## src/slfs_pkg.sv

```systemverilog
// Package for the sliding linear fit smoother: sizes, widths and the
// control/status structs passed between the window store and the core.
// No dependencies.
package slfs_pkg;

	localparam int MAX_WINDOW = 64;
	localparam int SAMPLE_W   = 16;
	localparam int OUT_W      = 18;
	localparam int LEN_W      = 7;
	localparam int ADDR_W     = $clog2(MAX_WINDOW);
	localparam int CNT_W      = $clog2(MAX_WINDOW + 1);

	// running sums over the window
	localparam int SY_W  = SAMPLE_W + CNT_W;
	localparam int SXY_W = SAMPLE_W + 2 * CNT_W;
	// reduced fit: num = 6*Sxy - 2*(n+1)*Sy, den = n*(n+1)
	localparam int NUM_W = SXY_W + 4;
	localparam int DEN_W = 2 * CNT_W + 1;
	// rounded quotient: (2*|num| + den) / (2*den)
	localparam int DVD_W = NUM_W + 1;
	localparam int DSR_W = DEN_W + 1;
	localparam int DIV_CW = $clog2(DVD_W);

	localparam logic [LEN_W-1:0] LEN_RESET = LEN_W'(8);
	localparam logic [LEN_W-1:0] LEN_MIN   = LEN_W'(2);
	localparam logic [LEN_W-1:0] LEN_MAX   = LEN_W'(MAX_WINDOW);

	localparam logic [CNT_W-1:0]  FILL_FULL = CNT_W'(MAX_WINDOW);
	localparam logic [ADDR_W-1:0] LAST_SLOT = ADDR_W'(MAX_WINDOW - 1);

	localparam logic signed [OUT_W-1:0] OUT_POS_SAT = {1'b0, {(OUT_W-1){1'b1}}};
	localparam logic signed [OUT_W-1:0] OUT_NEG_SAT = {1'b1, {(OUT_W-1){1'b0}}};

	typedef struct packed {
		logic              wr_en;
		logic              rd_en;
		logic [ADDR_W-1:0] rd_addr;
	} slfs_win_ctl_t;

	typedef struct packed {
		logic [CNT_W-1:0]  fill;
		logic [ADDR_W-1:0] wr_ptr;
	} slfs_win_sts_t;

endpackage

```

## src/slfs_window.sv

```systemverilog
// Sample ring for the sliding linear fit smoother: 64-entry memory with
// one write and one registered read port, plus write pointer and fill count.
// Depends on slfs_pkg.
module slfs_window (
	input  logic                          clk,
	input  logic                          arst_n,
	input  slfs_pkg::slfs_win_ctl_t       ctl,
	input  logic [slfs_pkg::SAMPLE_W-1:0] wr_data,
	output logic [slfs_pkg::SAMPLE_W-1:0] rd_data,
	output slfs_pkg::slfs_win_sts_t       sts
);

	logic [slfs_pkg::SAMPLE_W-1:0] mem_q [slfs_pkg::MAX_WINDOW];
	logic [slfs_pkg::SAMPLE_W-1:0] rd_data_q;
	logic [slfs_pkg::ADDR_W-1:0]   wr_ptr_q;
	logic [slfs_pkg::CNT_W-1:0]    fill_q;

	always_ff @(posedge clk) begin
		if (ctl.wr_en) begin
			mem_q[wr_ptr_q] <= wr_data;
		end
		if (ctl.rd_en) begin
			rd_data_q <= mem_q[ctl.rd_addr];
		end
	end

	always_ff @(posedge clk or negedge arst_n) begin
		if (!arst_n) begin
			wr_ptr_q <= '0;
			fill_q   <= '0;
		end else if (ctl.wr_en) begin
			if (wr_ptr_q == slfs_pkg::LAST_SLOT) begin
				wr_ptr_q <= '0;
			end else begin
				wr_ptr_q <= wr_ptr_q + 1'b1;
			end
			if (fill_q != slfs_pkg::FILL_FULL) begin
				fill_q <= fill_q + 1'b1;
			end
		end
	end

	assign rd_data    = rd_data_q;
	assign sts.fill   = fill_q;
	assign sts.wr_ptr = wr_ptr_q;

endmodule

```

## src/slfs_divider.sv

```systemverilog
// Restoring divider for the smoother: one quotient bit per cycle through a
// single shared subtractor. Unsigned dividend and divisor. Depends on slfs_pkg.
module slfs_divider (
	input  logic                       clk,
	input  logic                       arst_n,
	input  logic                       start,
	input  logic [slfs_pkg::DVD_W-1:0] dividend,
	input  logic [slfs_pkg::DSR_W-1:0] divisor,
	output logic                       done,
	output logic [slfs_pkg::DVD_W-1:0] quotient
);

	logic [slfs_pkg::DVD_W-1:0]  dq_q;   // dividend shifts out, quotient shifts in
	logic [slfs_pkg::DSR_W-1:0]  dsr_q;
	logic [slfs_pkg::DSR_W-1:0]  rem_q;
	logic [slfs_pkg::DIV_CW-1:0] cnt_q;
	logic                        busy_q;
	logic                        done_q;

	logic [slfs_pkg::DSR_W:0] rem_sh;
	logic [slfs_pkg::DSR_W:0] diff;
	logic                     qbit;

	always_comb begin
		rem_sh = {rem_q, dq_q[slfs_pkg::DVD_W-1]};
		diff   = rem_sh - {1'b0, dsr_q};
		qbit   = ~diff[slfs_pkg::DSR_W];
	end

	always_ff @(posedge clk) begin
		if (start) begin
			dq_q  <= dividend;
			dsr_q <= divisor;
			rem_q <= '0;
		end else if (busy_q) begin
			dq_q <= {dq_q[slfs_pkg::DVD_W-2:0], qbit};
			if (qbit) begin
				rem_q <= diff[slfs_pkg::DSR_W-1:0];
			end else begin
				rem_q <= rem_sh[slfs_pkg::DSR_W-1:0];
			end
		end
	end

	always_ff @(posedge clk or negedge arst_n) begin
		if (!arst_n) begin
			busy_q <= 1'b0;
			done_q <= 1'b0;
			cnt_q  <= '0;
		end else begin
			done_q <= 1'b0;
			if (start) begin
				busy_q <= 1'b1;
				cnt_q  <= slfs_pkg::DIV_CW'(slfs_pkg::DVD_W - 1);
			end else if (busy_q) begin
				if (cnt_q == '0) begin
					busy_q <= 1'b0;
					done_q <= 1'b1;
				end else begin
					cnt_q <= cnt_q - 1'b1;
				end
			end
		end
	end

	assign done     = done_q;
	assign quotient = dq_q;

endmodule

```

## src/sliding_linear_fit_smoother_core.sv

```systemverilog
// Sliding least-squares line smoother, top level: sequencer, sums and output.
// Steps from request to result (n = fitted samples, up to 64): n memory reads,
// then the sums settle, one numerator step, then the shared divider (load,
// quotient bits, capture), then the output register. One request at a time:
// in_stall stays high until the result is loaded into the output register.
// Reset clears control state; window length resets to 8, the sample memory is not cleared.
module sliding_linear_fit_smoother_core (
	input  logic                               clk,
	input  logic                               arst_n,
	input  logic                               cfg_we,
	input  logic [slfs_pkg::LEN_W-1:0]         cfg_wdata,
	input  logic                               in_valid,
	output logic                               in_stall,
	input  logic signed [slfs_pkg::SAMPLE_W-1:0] sample,
	output logic                               out_valid,
	input  logic                               out_stall,
	output logic signed [slfs_pkg::OUT_W-1:0]  smoothed
);

	localparam logic [2:0] ST_IDLE  = 3'd0;
	localparam logic [2:0] ST_ACC   = 3'd1;
	localparam logic [2:0] ST_NUM   = 3'd2;
	localparam logic [2:0] ST_DIVGO = 3'd3;
	localparam logic [2:0] ST_DIV   = 3'd4;
	localparam logic [2:0] ST_DONE  = 3'd5;

	logic [2:0]                         state_q;
	logic [slfs_pkg::LEN_W-1:0]         win_len_q;
	logic [slfs_pkg::CNT_W-1:0]         n_q;
	logic [slfs_pkg::CNT_W-1:0]         iss_q;
	logic [slfs_pkg::ADDR_W-1:0]        addr_q;
	logic                               rvld_s1;
	logic signed [slfs_pkg::SY_W-1:0]   sy_q;
	logic signed [slfs_pkg::SXY_W-1:0]  sxy_q;
	logic signed [slfs_pkg::NUM_W-1:0]  num_q;
	logic [slfs_pkg::DEN_W-1:0]         den_q;
	logic                               neg_q;
	logic [slfs_pkg::DVD_W-1:0]         quot_q;
	logic                               out_valid_q;
	logic signed [slfs_pkg::OUT_W-1:0]  smoothed_q;

	slfs_pkg::slfs_win_ctl_t            win_ctl;
	slfs_pkg::slfs_win_sts_t            win_sts;
	logic [slfs_pkg::SAMPLE_W-1:0]      rd_data;

	logic                               in_take;
	logic [slfs_pkg::LEN_W-1:0]         len_clamp;
	logic [slfs_pkg::CNT_W-1:0]         fill_next;
	logic [slfs_pkg::CNT_W-1:0]         n_next;
	logic signed [slfs_pkg::SY_W-1:0]   sy_new;
	logic [slfs_pkg::CNT_W:0]           np1;
	logic signed [slfs_pkg::NUM_W-1:0]  sxy_x;
	logic signed [slfs_pkg::NUM_W-1:0]  sy_x;
	logic signed [slfs_pkg::NUM_W-1:0]  wgt_x;
	logic signed [slfs_pkg::NUM_W-1:0]  num_d;
	logic [slfs_pkg::NUM_W-1:0]         mag;
	logic                               div_start;
	logic [slfs_pkg::DVD_W-1:0]         div_dvd;
	logic [slfs_pkg::DSR_W-1:0]         div_dsr;
	logic                               div_done;
	logic [slfs_pkg::DVD_W-1:0]         div_quot;
	logic signed [slfs_pkg::OUT_W-1:0]  sat_val;
	logic                               out_free;

	assign in_stall = (state_q != ST_IDLE);
	assign in_take  = in_valid && !in_stall;
	assign out_free = !out_valid_q || !out_stall;

	always_comb begin
		if (win_len_q < slfs_pkg::LEN_MIN) begin
			len_clamp = slfs_pkg::LEN_MIN;
		end else if (win_len_q > slfs_pkg::LEN_MAX) begin
			len_clamp = slfs_pkg::LEN_MAX;
		end else begin
			len_clamp = win_len_q;
		end
		if (win_sts.fill == slfs_pkg::FILL_FULL) begin
			fill_next = win_sts.fill;
		end else begin
			fill_next = win_sts.fill + 1'b1;
		end
		if (slfs_pkg::LEN_W'(fill_next) < len_clamp) begin
			n_next = fill_next;
		end else begin
			n_next = slfs_pkg::CNT_W'(len_clamp);
		end
	end

	always_comb begin
		win_ctl.wr_en   = in_take;
		win_ctl.rd_en   = (state_q == ST_ACC) && (iss_q != n_q);
		win_ctl.rd_addr = addr_q;
	end

	slfs_window u_window (
		.clk     (clk),
		.arst_n  (arst_n),
		.ctl     (win_ctl),
		.wr_data (sample),
		.rd_data (rd_data),
		.sts     (win_sts)
	);

	// Sxy is the sum of the running Sy taken newest to oldest
	assign sy_new = sy_q + slfs_pkg::SY_W'(signed'(rd_data));

	// v = round((6*Sxy - 2*(n+1)*Sy) / (n*(n+1)))
	always_comb begin
		np1   = {1'b0, n_q} + 1'b1;
		sxy_x = slfs_pkg::NUM_W'(sxy_q);
		sy_x  = slfs_pkg::NUM_W'(sy_q);
		wgt_x = {{(slfs_pkg::NUM_W-slfs_pkg::CNT_W-2){1'b0}}, np1, 1'b0};
		num_d = (sxy_x <<< 2) + (sxy_x <<< 1) - sy_x * wgt_x;
	end

	always_comb begin
		mag       = num_q[slfs_pkg::NUM_W-1] ? slfs_pkg::NUM_W'(-num_q)
		                                     : slfs_pkg::NUM_W'(num_q);
		div_start = (state_q == ST_DIVGO);
		div_dvd   = {mag, 1'b0} + slfs_pkg::DVD_W'(den_q);
		div_dsr   = {den_q, 1'b0};
	end

	slfs_divider u_divider (
		.clk      (clk),
		.arst_n   (arst_n),
		.start    (div_start),
		.dividend (div_dvd),
		.divisor  (div_dsr),
		.done     (div_done),
		.quotient (div_quot)
	);

	always_comb begin
		if (!neg_q) begin
			if (quot_q > slfs_pkg::DVD_W'(slfs_pkg::OUT_POS_SAT)) begin
				sat_val = slfs_pkg::OUT_POS_SAT;
			end else begin
				sat_val = slfs_pkg::OUT_W'(quot_q);
			end
		end else begin
			if (quot_q > (slfs_pkg::DVD_W'(1) << (slfs_pkg::OUT_W - 1))) begin
				sat_val = slfs_pkg::OUT_NEG_SAT;
			end else begin
				sat_val = slfs_pkg::OUT_W'(-quot_q);
			end
		end
	end

	// datapath registers
	always_ff @(posedge clk) begin
		if (in_take) begin
			n_q    <= n_next;
			addr_q <= win_sts.wr_ptr;
			sy_q   <= '0;
			sxy_q  <= '0;
		end else if (rvld_s1) begin
			sy_q  <= sy_new;
			sxy_q <= sxy_q + slfs_pkg::SXY_W'(sy_new);
		end
		if (win_ctl.rd_en) begin
			if (addr_q == '0) begin
				addr_q <= slfs_pkg::LAST_SLOT;
			end else begin
				addr_q <= addr_q - 1'b1;
			end
		end
		if (state_q == ST_NUM) begin
			num_q <= num_d;
			den_q <= slfs_pkg::DEN_W'(n_q * np1);
		end
		if (div_start) begin
			neg_q <= num_q[slfs_pkg::NUM_W-1];
		end
		if (div_done) begin
			quot_q <= div_quot;
		end
		if (state_q == ST_DONE && out_free) begin
			smoothed_q <= sat_val;
		end
	end

	always_ff @(posedge clk or negedge arst_n) begin
		if (!arst_n) begin
			state_q     <= ST_IDLE;
			win_len_q   <= slfs_pkg::LEN_RESET;
			iss_q       <= '0;
			rvld_s1     <= 1'b0;
			out_valid_q <= 1'b0;
		end else begin
			if (cfg_we) begin
				win_len_q <= cfg_wdata;
			end
			rvld_s1 <= win_ctl.rd_en;
			if (win_ctl.rd_en) begin
				iss_q <= iss_q + 1'b1;
			end
			if (state_q == ST_DONE && out_free) begin
				out_valid_q <= 1'b1;
			end else if (!out_stall) begin
				out_valid_q <= 1'b0;
			end
			case (state_q)
				ST_IDLE: begin
					if (in_take) begin
						iss_q   <= '0;
						state_q <= ST_ACC;
					end
				end
				ST_ACC: begin
					if (iss_q == n_q && !rvld_s1) begin
						state_q <= ST_NUM;
					end
				end
				ST_NUM: begin
					state_q <= ST_DIVGO;
				end
				ST_DIVGO: begin
					state_q <= ST_DIV;
				end
				ST_DIV: begin
					if (div_done) begin
						state_q <= ST_DONE;
					end
				end
				ST_DONE: begin
					if (out_free) begin
						state_q <= ST_IDLE;
					end
				end
				default: begin
					state_q <= ST_IDLE;
				end
			endcase
		end
	end

	assign out_valid = out_valid_q;
	assign smoothed  = smoothed_q;

endmodule

```

## config.mk

```make
export PLATFORM = sky130hd
export DESIGN_NAME = sliding_linear_fit_smoother_core
export DESIGN_NICKNAME = d
export VERILOG_FILES = /design/src/slfs_pkg.sv /design/src/slfs_window.sv /design/src/slfs_divider.sv /design/src/sliding_linear_fit_smoother_core.sv
export SDC_FILE = /design/constraint.sdc
export NUM_CORES = 2
export LEC_CHECK = 0
export BUFFER_PORTS_ARGS = -buffer_cell sky130_fd_sc_hd__buf_2
export CAP_MARGIN = 20
export CORE_MARGIN = 10
export CORE_UTILIZATION = 60
export DETAILED_ROUTE_END_ITERATION = 16
export GPL_TIMING_DRIVEN = 0
export HOLD_SLACK_MARGIN = 0.02
export PLACE_DENSITY_LB_ADDON = 0.1
export SLEW_MARGIN = 0
export SYNTH_ARGS = -nofsm -noshare
export SYNTH_HDL_FRONTEND = slang
export SYNTH_SLANG_ARGS = --single-unit
```

## constraint.sdc

```tcl
create_clock -name clk -period 10.2 [get_ports clk]
set_input_delay 0.51 -clock clk [delete_from_list [all_inputs] [get_ports clk]]
set_output_delay 0.51 -clock clk [all_outputs]
set_load 0.01 [all_outputs]
```

==> flow_metrics.tcl <==
set metrics [dict create \
    outcome "completed" \
    grt_pass1_vias 39600 \
    syn_nets 4903 \
    start_kind "flop" \
    placedCellCount 5977 \
    post_synth_instance_area_sq_um 66000 \
    clkPwrFrac 0.449 \
    cap_violations 0 \
    slowest_delay_ns 0.55 \
    area_growth_pct 12.8 \
    p_leak_nw 27.1 \
    synth_edf_count 1203 \
    ant_nets 0 \
    viasPerCell 6.31 \
    critPathSlowestCell "fa_1" \
    fp-row-count 121 \
    cts.clk_slew.worst_paths_ns 0.06 \
    final.setup.worst_slack_ns 0.538 \
    synthMuxAreaShare 0.120 \
    antenna_found_initial 3 \
    drc 0 \
    start_util 0.605 \
    final.period_utilization 0.947 \
    hpwl_mm 121 \
    async_flop_share 0.0305 \
    final_nets 5195 \
    yosys_warnings 0 \
    final.setup.tns_ns 0 \
    critPathTopFamily "adder cells" \
    synth_top_family_by_area "multiplexers" \
    sw_frac_of_total 0.200 \
    slew_headroom 0.197 \
    dr.pass1.iters 7 \
    tightest_slew_ns 1.20 \
    coreArea_sq_um 109000 \
    p_comb_frac 0.009 \
    rsz0062_at_grt "false" \
    crit_top_cell "fa_1" \
    drt-initial-drc-count 3753 \
    grt-ovfl-total 0 \
    place_ws_ns -0.817 \
    cts_made_buffers 135 \
    fin_cells 6253 \
    die_w_microns 352 \
    p_int_mw 8.65 \
    htreeDepth 4 \
    seqPwrFrac 0.541 \
    synth_xor_area_frac 0.0275 \
    critPathMaxFanout 10 \
    path_buf_inv 8 \
    worst_clock_skew_ns 0.0300 \
    multi_input_area_sq_um 25700 \
    synth_cell_types 97 \
    nFillCells 7381 \
    fmax_mhz 104 \
    cellPowerDensity_nw_per_um2 145 \
    critPathArrivalTime_ns 10.13 \
    vias 39500 \
    hold_class "input pin to flop" \
    endpoint_kind "flop" \
    grt_first_pass_wirelength_mm 254 \
    grt_max_degree 65 \
    grt.total_usage 0.280 \
    wl_mm 171 \
    dieArea_sq_um 124000 \
    criticalPathCategory "flop to flop" \
    total_power_mw 10.8 \
    ys_seq_area_frac 0.584 \
    layout_min_cycle_time_ns 9.66 \
    finalSetupViolations 0 \
    hold_viol_final 0 \
    ios 48 \
    root_buffer "clkbuf_16" \
    cts_sinks 1312 \
    clk_latency_ns 0.75 \
    netSwitchingPower_mw 2.17 \
    synthSimpleGateAreaFrac 0.0728 \
    required_ns 10.67 \
    synth-adder-area-share 0.106 \
    syn_area_per_cell_sq_um 14.9 \
    cts_tree "done" \
    netlist_instances 4437 \
    reg2reg_slack_ns 0.54 \
    wl_per_cell_microns 27.4 \
    synth_ff_type "edfxtp_1" \
    synth_compound_area_frac 0.0596 \
    ff_latch_area_sq_um 38500 \
    cts.path.max_buffers 3 \
    die_h_microns 352 \
    synth_seq_cells 1312 \
    layout-drive-gt1-share 0.165 \
    vdd_ir_drop_max_uv 213 \
    numPortBuffers 46 \
    drv_slew 0 \
    gp_congestion 0.905 \
]
-- power by group through the flow --
stage | Clock (mW) | Combinational, mW | Sequential (mW)
after global placement | 0 | 0.0820 | 5.97
after global routing | 5.12 | 0.111 | 5.85
after detailed placement | 0 | 0.0900 | 5.97
after CTS | 4.91 | 0.0923 | 5.86
final | 4.86 | 0.102 | 5.86
after floorplan | 0 | 0.0117 | 5.97
-- flip-flops by register name, summed over array words and instances, names as in the netlist --
name,count
u_window.rd_data,16
addr_q,6
smoothed,18
quot_q,35
u_window.wr_ptr_q,6
rvld_s1,1
u_window.mem_q,1024
win_len_q,7
out_valid,1
u_divider.done,1
u_divider.rem_q,16
n_q,7
iss_q,7
u_divider.dsr_q,14
sxy_q,30
den_q,14
u_divider.busy_q,1
u_divider.quotient,35
u_divider.cnt_q,6
state_q,3
num_q,33
sy_q,23
neg_q,1
u_window.fill_q,7
-- synth_stat cells (25+ instances only) --
| master | number | share of area |
|---|---|---|
| edfxtp_1 | 1203 | 0.55 |
| inv_1 | 343 | 0.020 |
| mux4_2 | 303 | 0.10 |
| nand2_1 | 237 | 0.013 |
| ha_1 | 232 | 0.044 |
| nor2_1 | 228 | 0.013 |
| fa_1 | 206 | 0.063 |
| o21ai_0 | 143 | 0.011 |
| a21oi_1 | 137 | 0.010 |
| xnor2_1 | 132 | 0.018 |
| clkbuf_1 | 125 | 0.0071 |
| nor2b_1 | 112 | 0.011 |
| mux2i_1 | 88 | 0.013 |
| nand2b_1 | 83 | 0.0079 |
| xor2_1 | 73 | 0.0097 |
| dfxtp_1 | 69 | 0.021 |
| nand3_1 | 58 | 0.0044 |
| a21o_1 | 48 | 0.0055 |
| and2_1 | 39 | 0.0037 |
| buf_1 | 39 | 0.0022 |
| dfrtp_1 | 39 | 0.015 |
| nor3_1 | 39 | 0.0030 |
| or3_1 | 35 | 0.0033 |
| o21a_1 | 29 | 0.0033 |
| a211oi_1 | 25 | 0.0028 |
-- worst min-delay path: stages --
cell and delay, ns:
buf_2 0.14, nand2_1 0.08, nand2_1 0.06
-- cell usage in the layout, fill, tap and decap left out, drive strengths merged, types with 156 or more instances in the layout --
| cell | n |
|---|---|
| edfxtp | 1203 |
| mux4 | 303 |
| clkbuf | 300 |
| o21ai | 156 |
| inv | 351 |
| nand2 | 238 |
| ha | 232 |
| nor2 | 228 |
| fa | 206 |
| buf | 203 |
-- kinds of logic (layout without fill, tap and decap cells) --
kind of cell             count (synthesis)  count (layout)
multiplexers                           408             408
XOR/XNOR                               206             206
AND/OR/NAND/NOR                        945             945
adder cells (fa/ha/maj)                438             438
flip-flops                            1312            1312
buffers and inverters                  527             927
other                                    0               2
AO/OA/AOI/OAI                          601             601
-- final timing paths --
| check | start | endpoint | cells after the start |
|---|---|---|---|
| hold / removal | out_stall | out_valid | 3 |
| setup reg to reg | n_q[0] | num_q[28] | 35 |
| setup / recovery | n_q[0] | num_q[28] | 35 |
| min in group asynchronous | arst_n | win_len_q[2] | 2 |
| hold reg to reg | u_divider.quotient[22] | quot_q[22] | 0 |
| max in group asynchronous | arst_n | u_divider.done | 2 |
-- per-stage QoR --
| step | hold WS, ns | utilization | cell area [sq um] |
|---|---|---|---|
| finish | 0.0845 | 0.683 | 74400 |
| global route | 0.0709 | 0.683 | 74400 |
| CTS | 0.0456 | 0.679 | 74000 |
| detailed placement | 0.435 | 0.638 | 69600 |
| global placement | 0.431 | 0.624 | 68000 |
| floorplan | 0.214 | - | 66000 |
-- final cells by class --
type                    instances  area share
plain buffers                 181     0.00969
inverters                     345      0.0174
diodes                          2   0.0000673
repair buffers                156      0.0281
multi-input cells            2598       0.345
clock buffers                 176      0.0493
well taps                    1414      0.0238
clock inverters                69     0.00928
flip-flops and latches       1312       0.518
-- per-layer routing --
layer / wire length (microns) / track usage / vias to the layer above
met5: 36 / 0 / -
met4: 7670 / 0.120 / 6
met3: 13900 / 0.0533 / 370
met2: 86300 / 0.476 / 1838
met1: 63300 / 0.352 / 20000
li1: - / - / 17300
-- repair_timing --
item / 4_1_cts / 5_1_grt
setup endpoints to repair: 15 / 10
resized for setup: 6 / 17
hold buffers: 8 / 1
hold endpoints to repair: 46 / 3
pin swaps: 0 / 0
gates cloned: 0 / 0
buffers inserted: 0 / 0
Note: power is estimated with default switching activity, not from simulation.
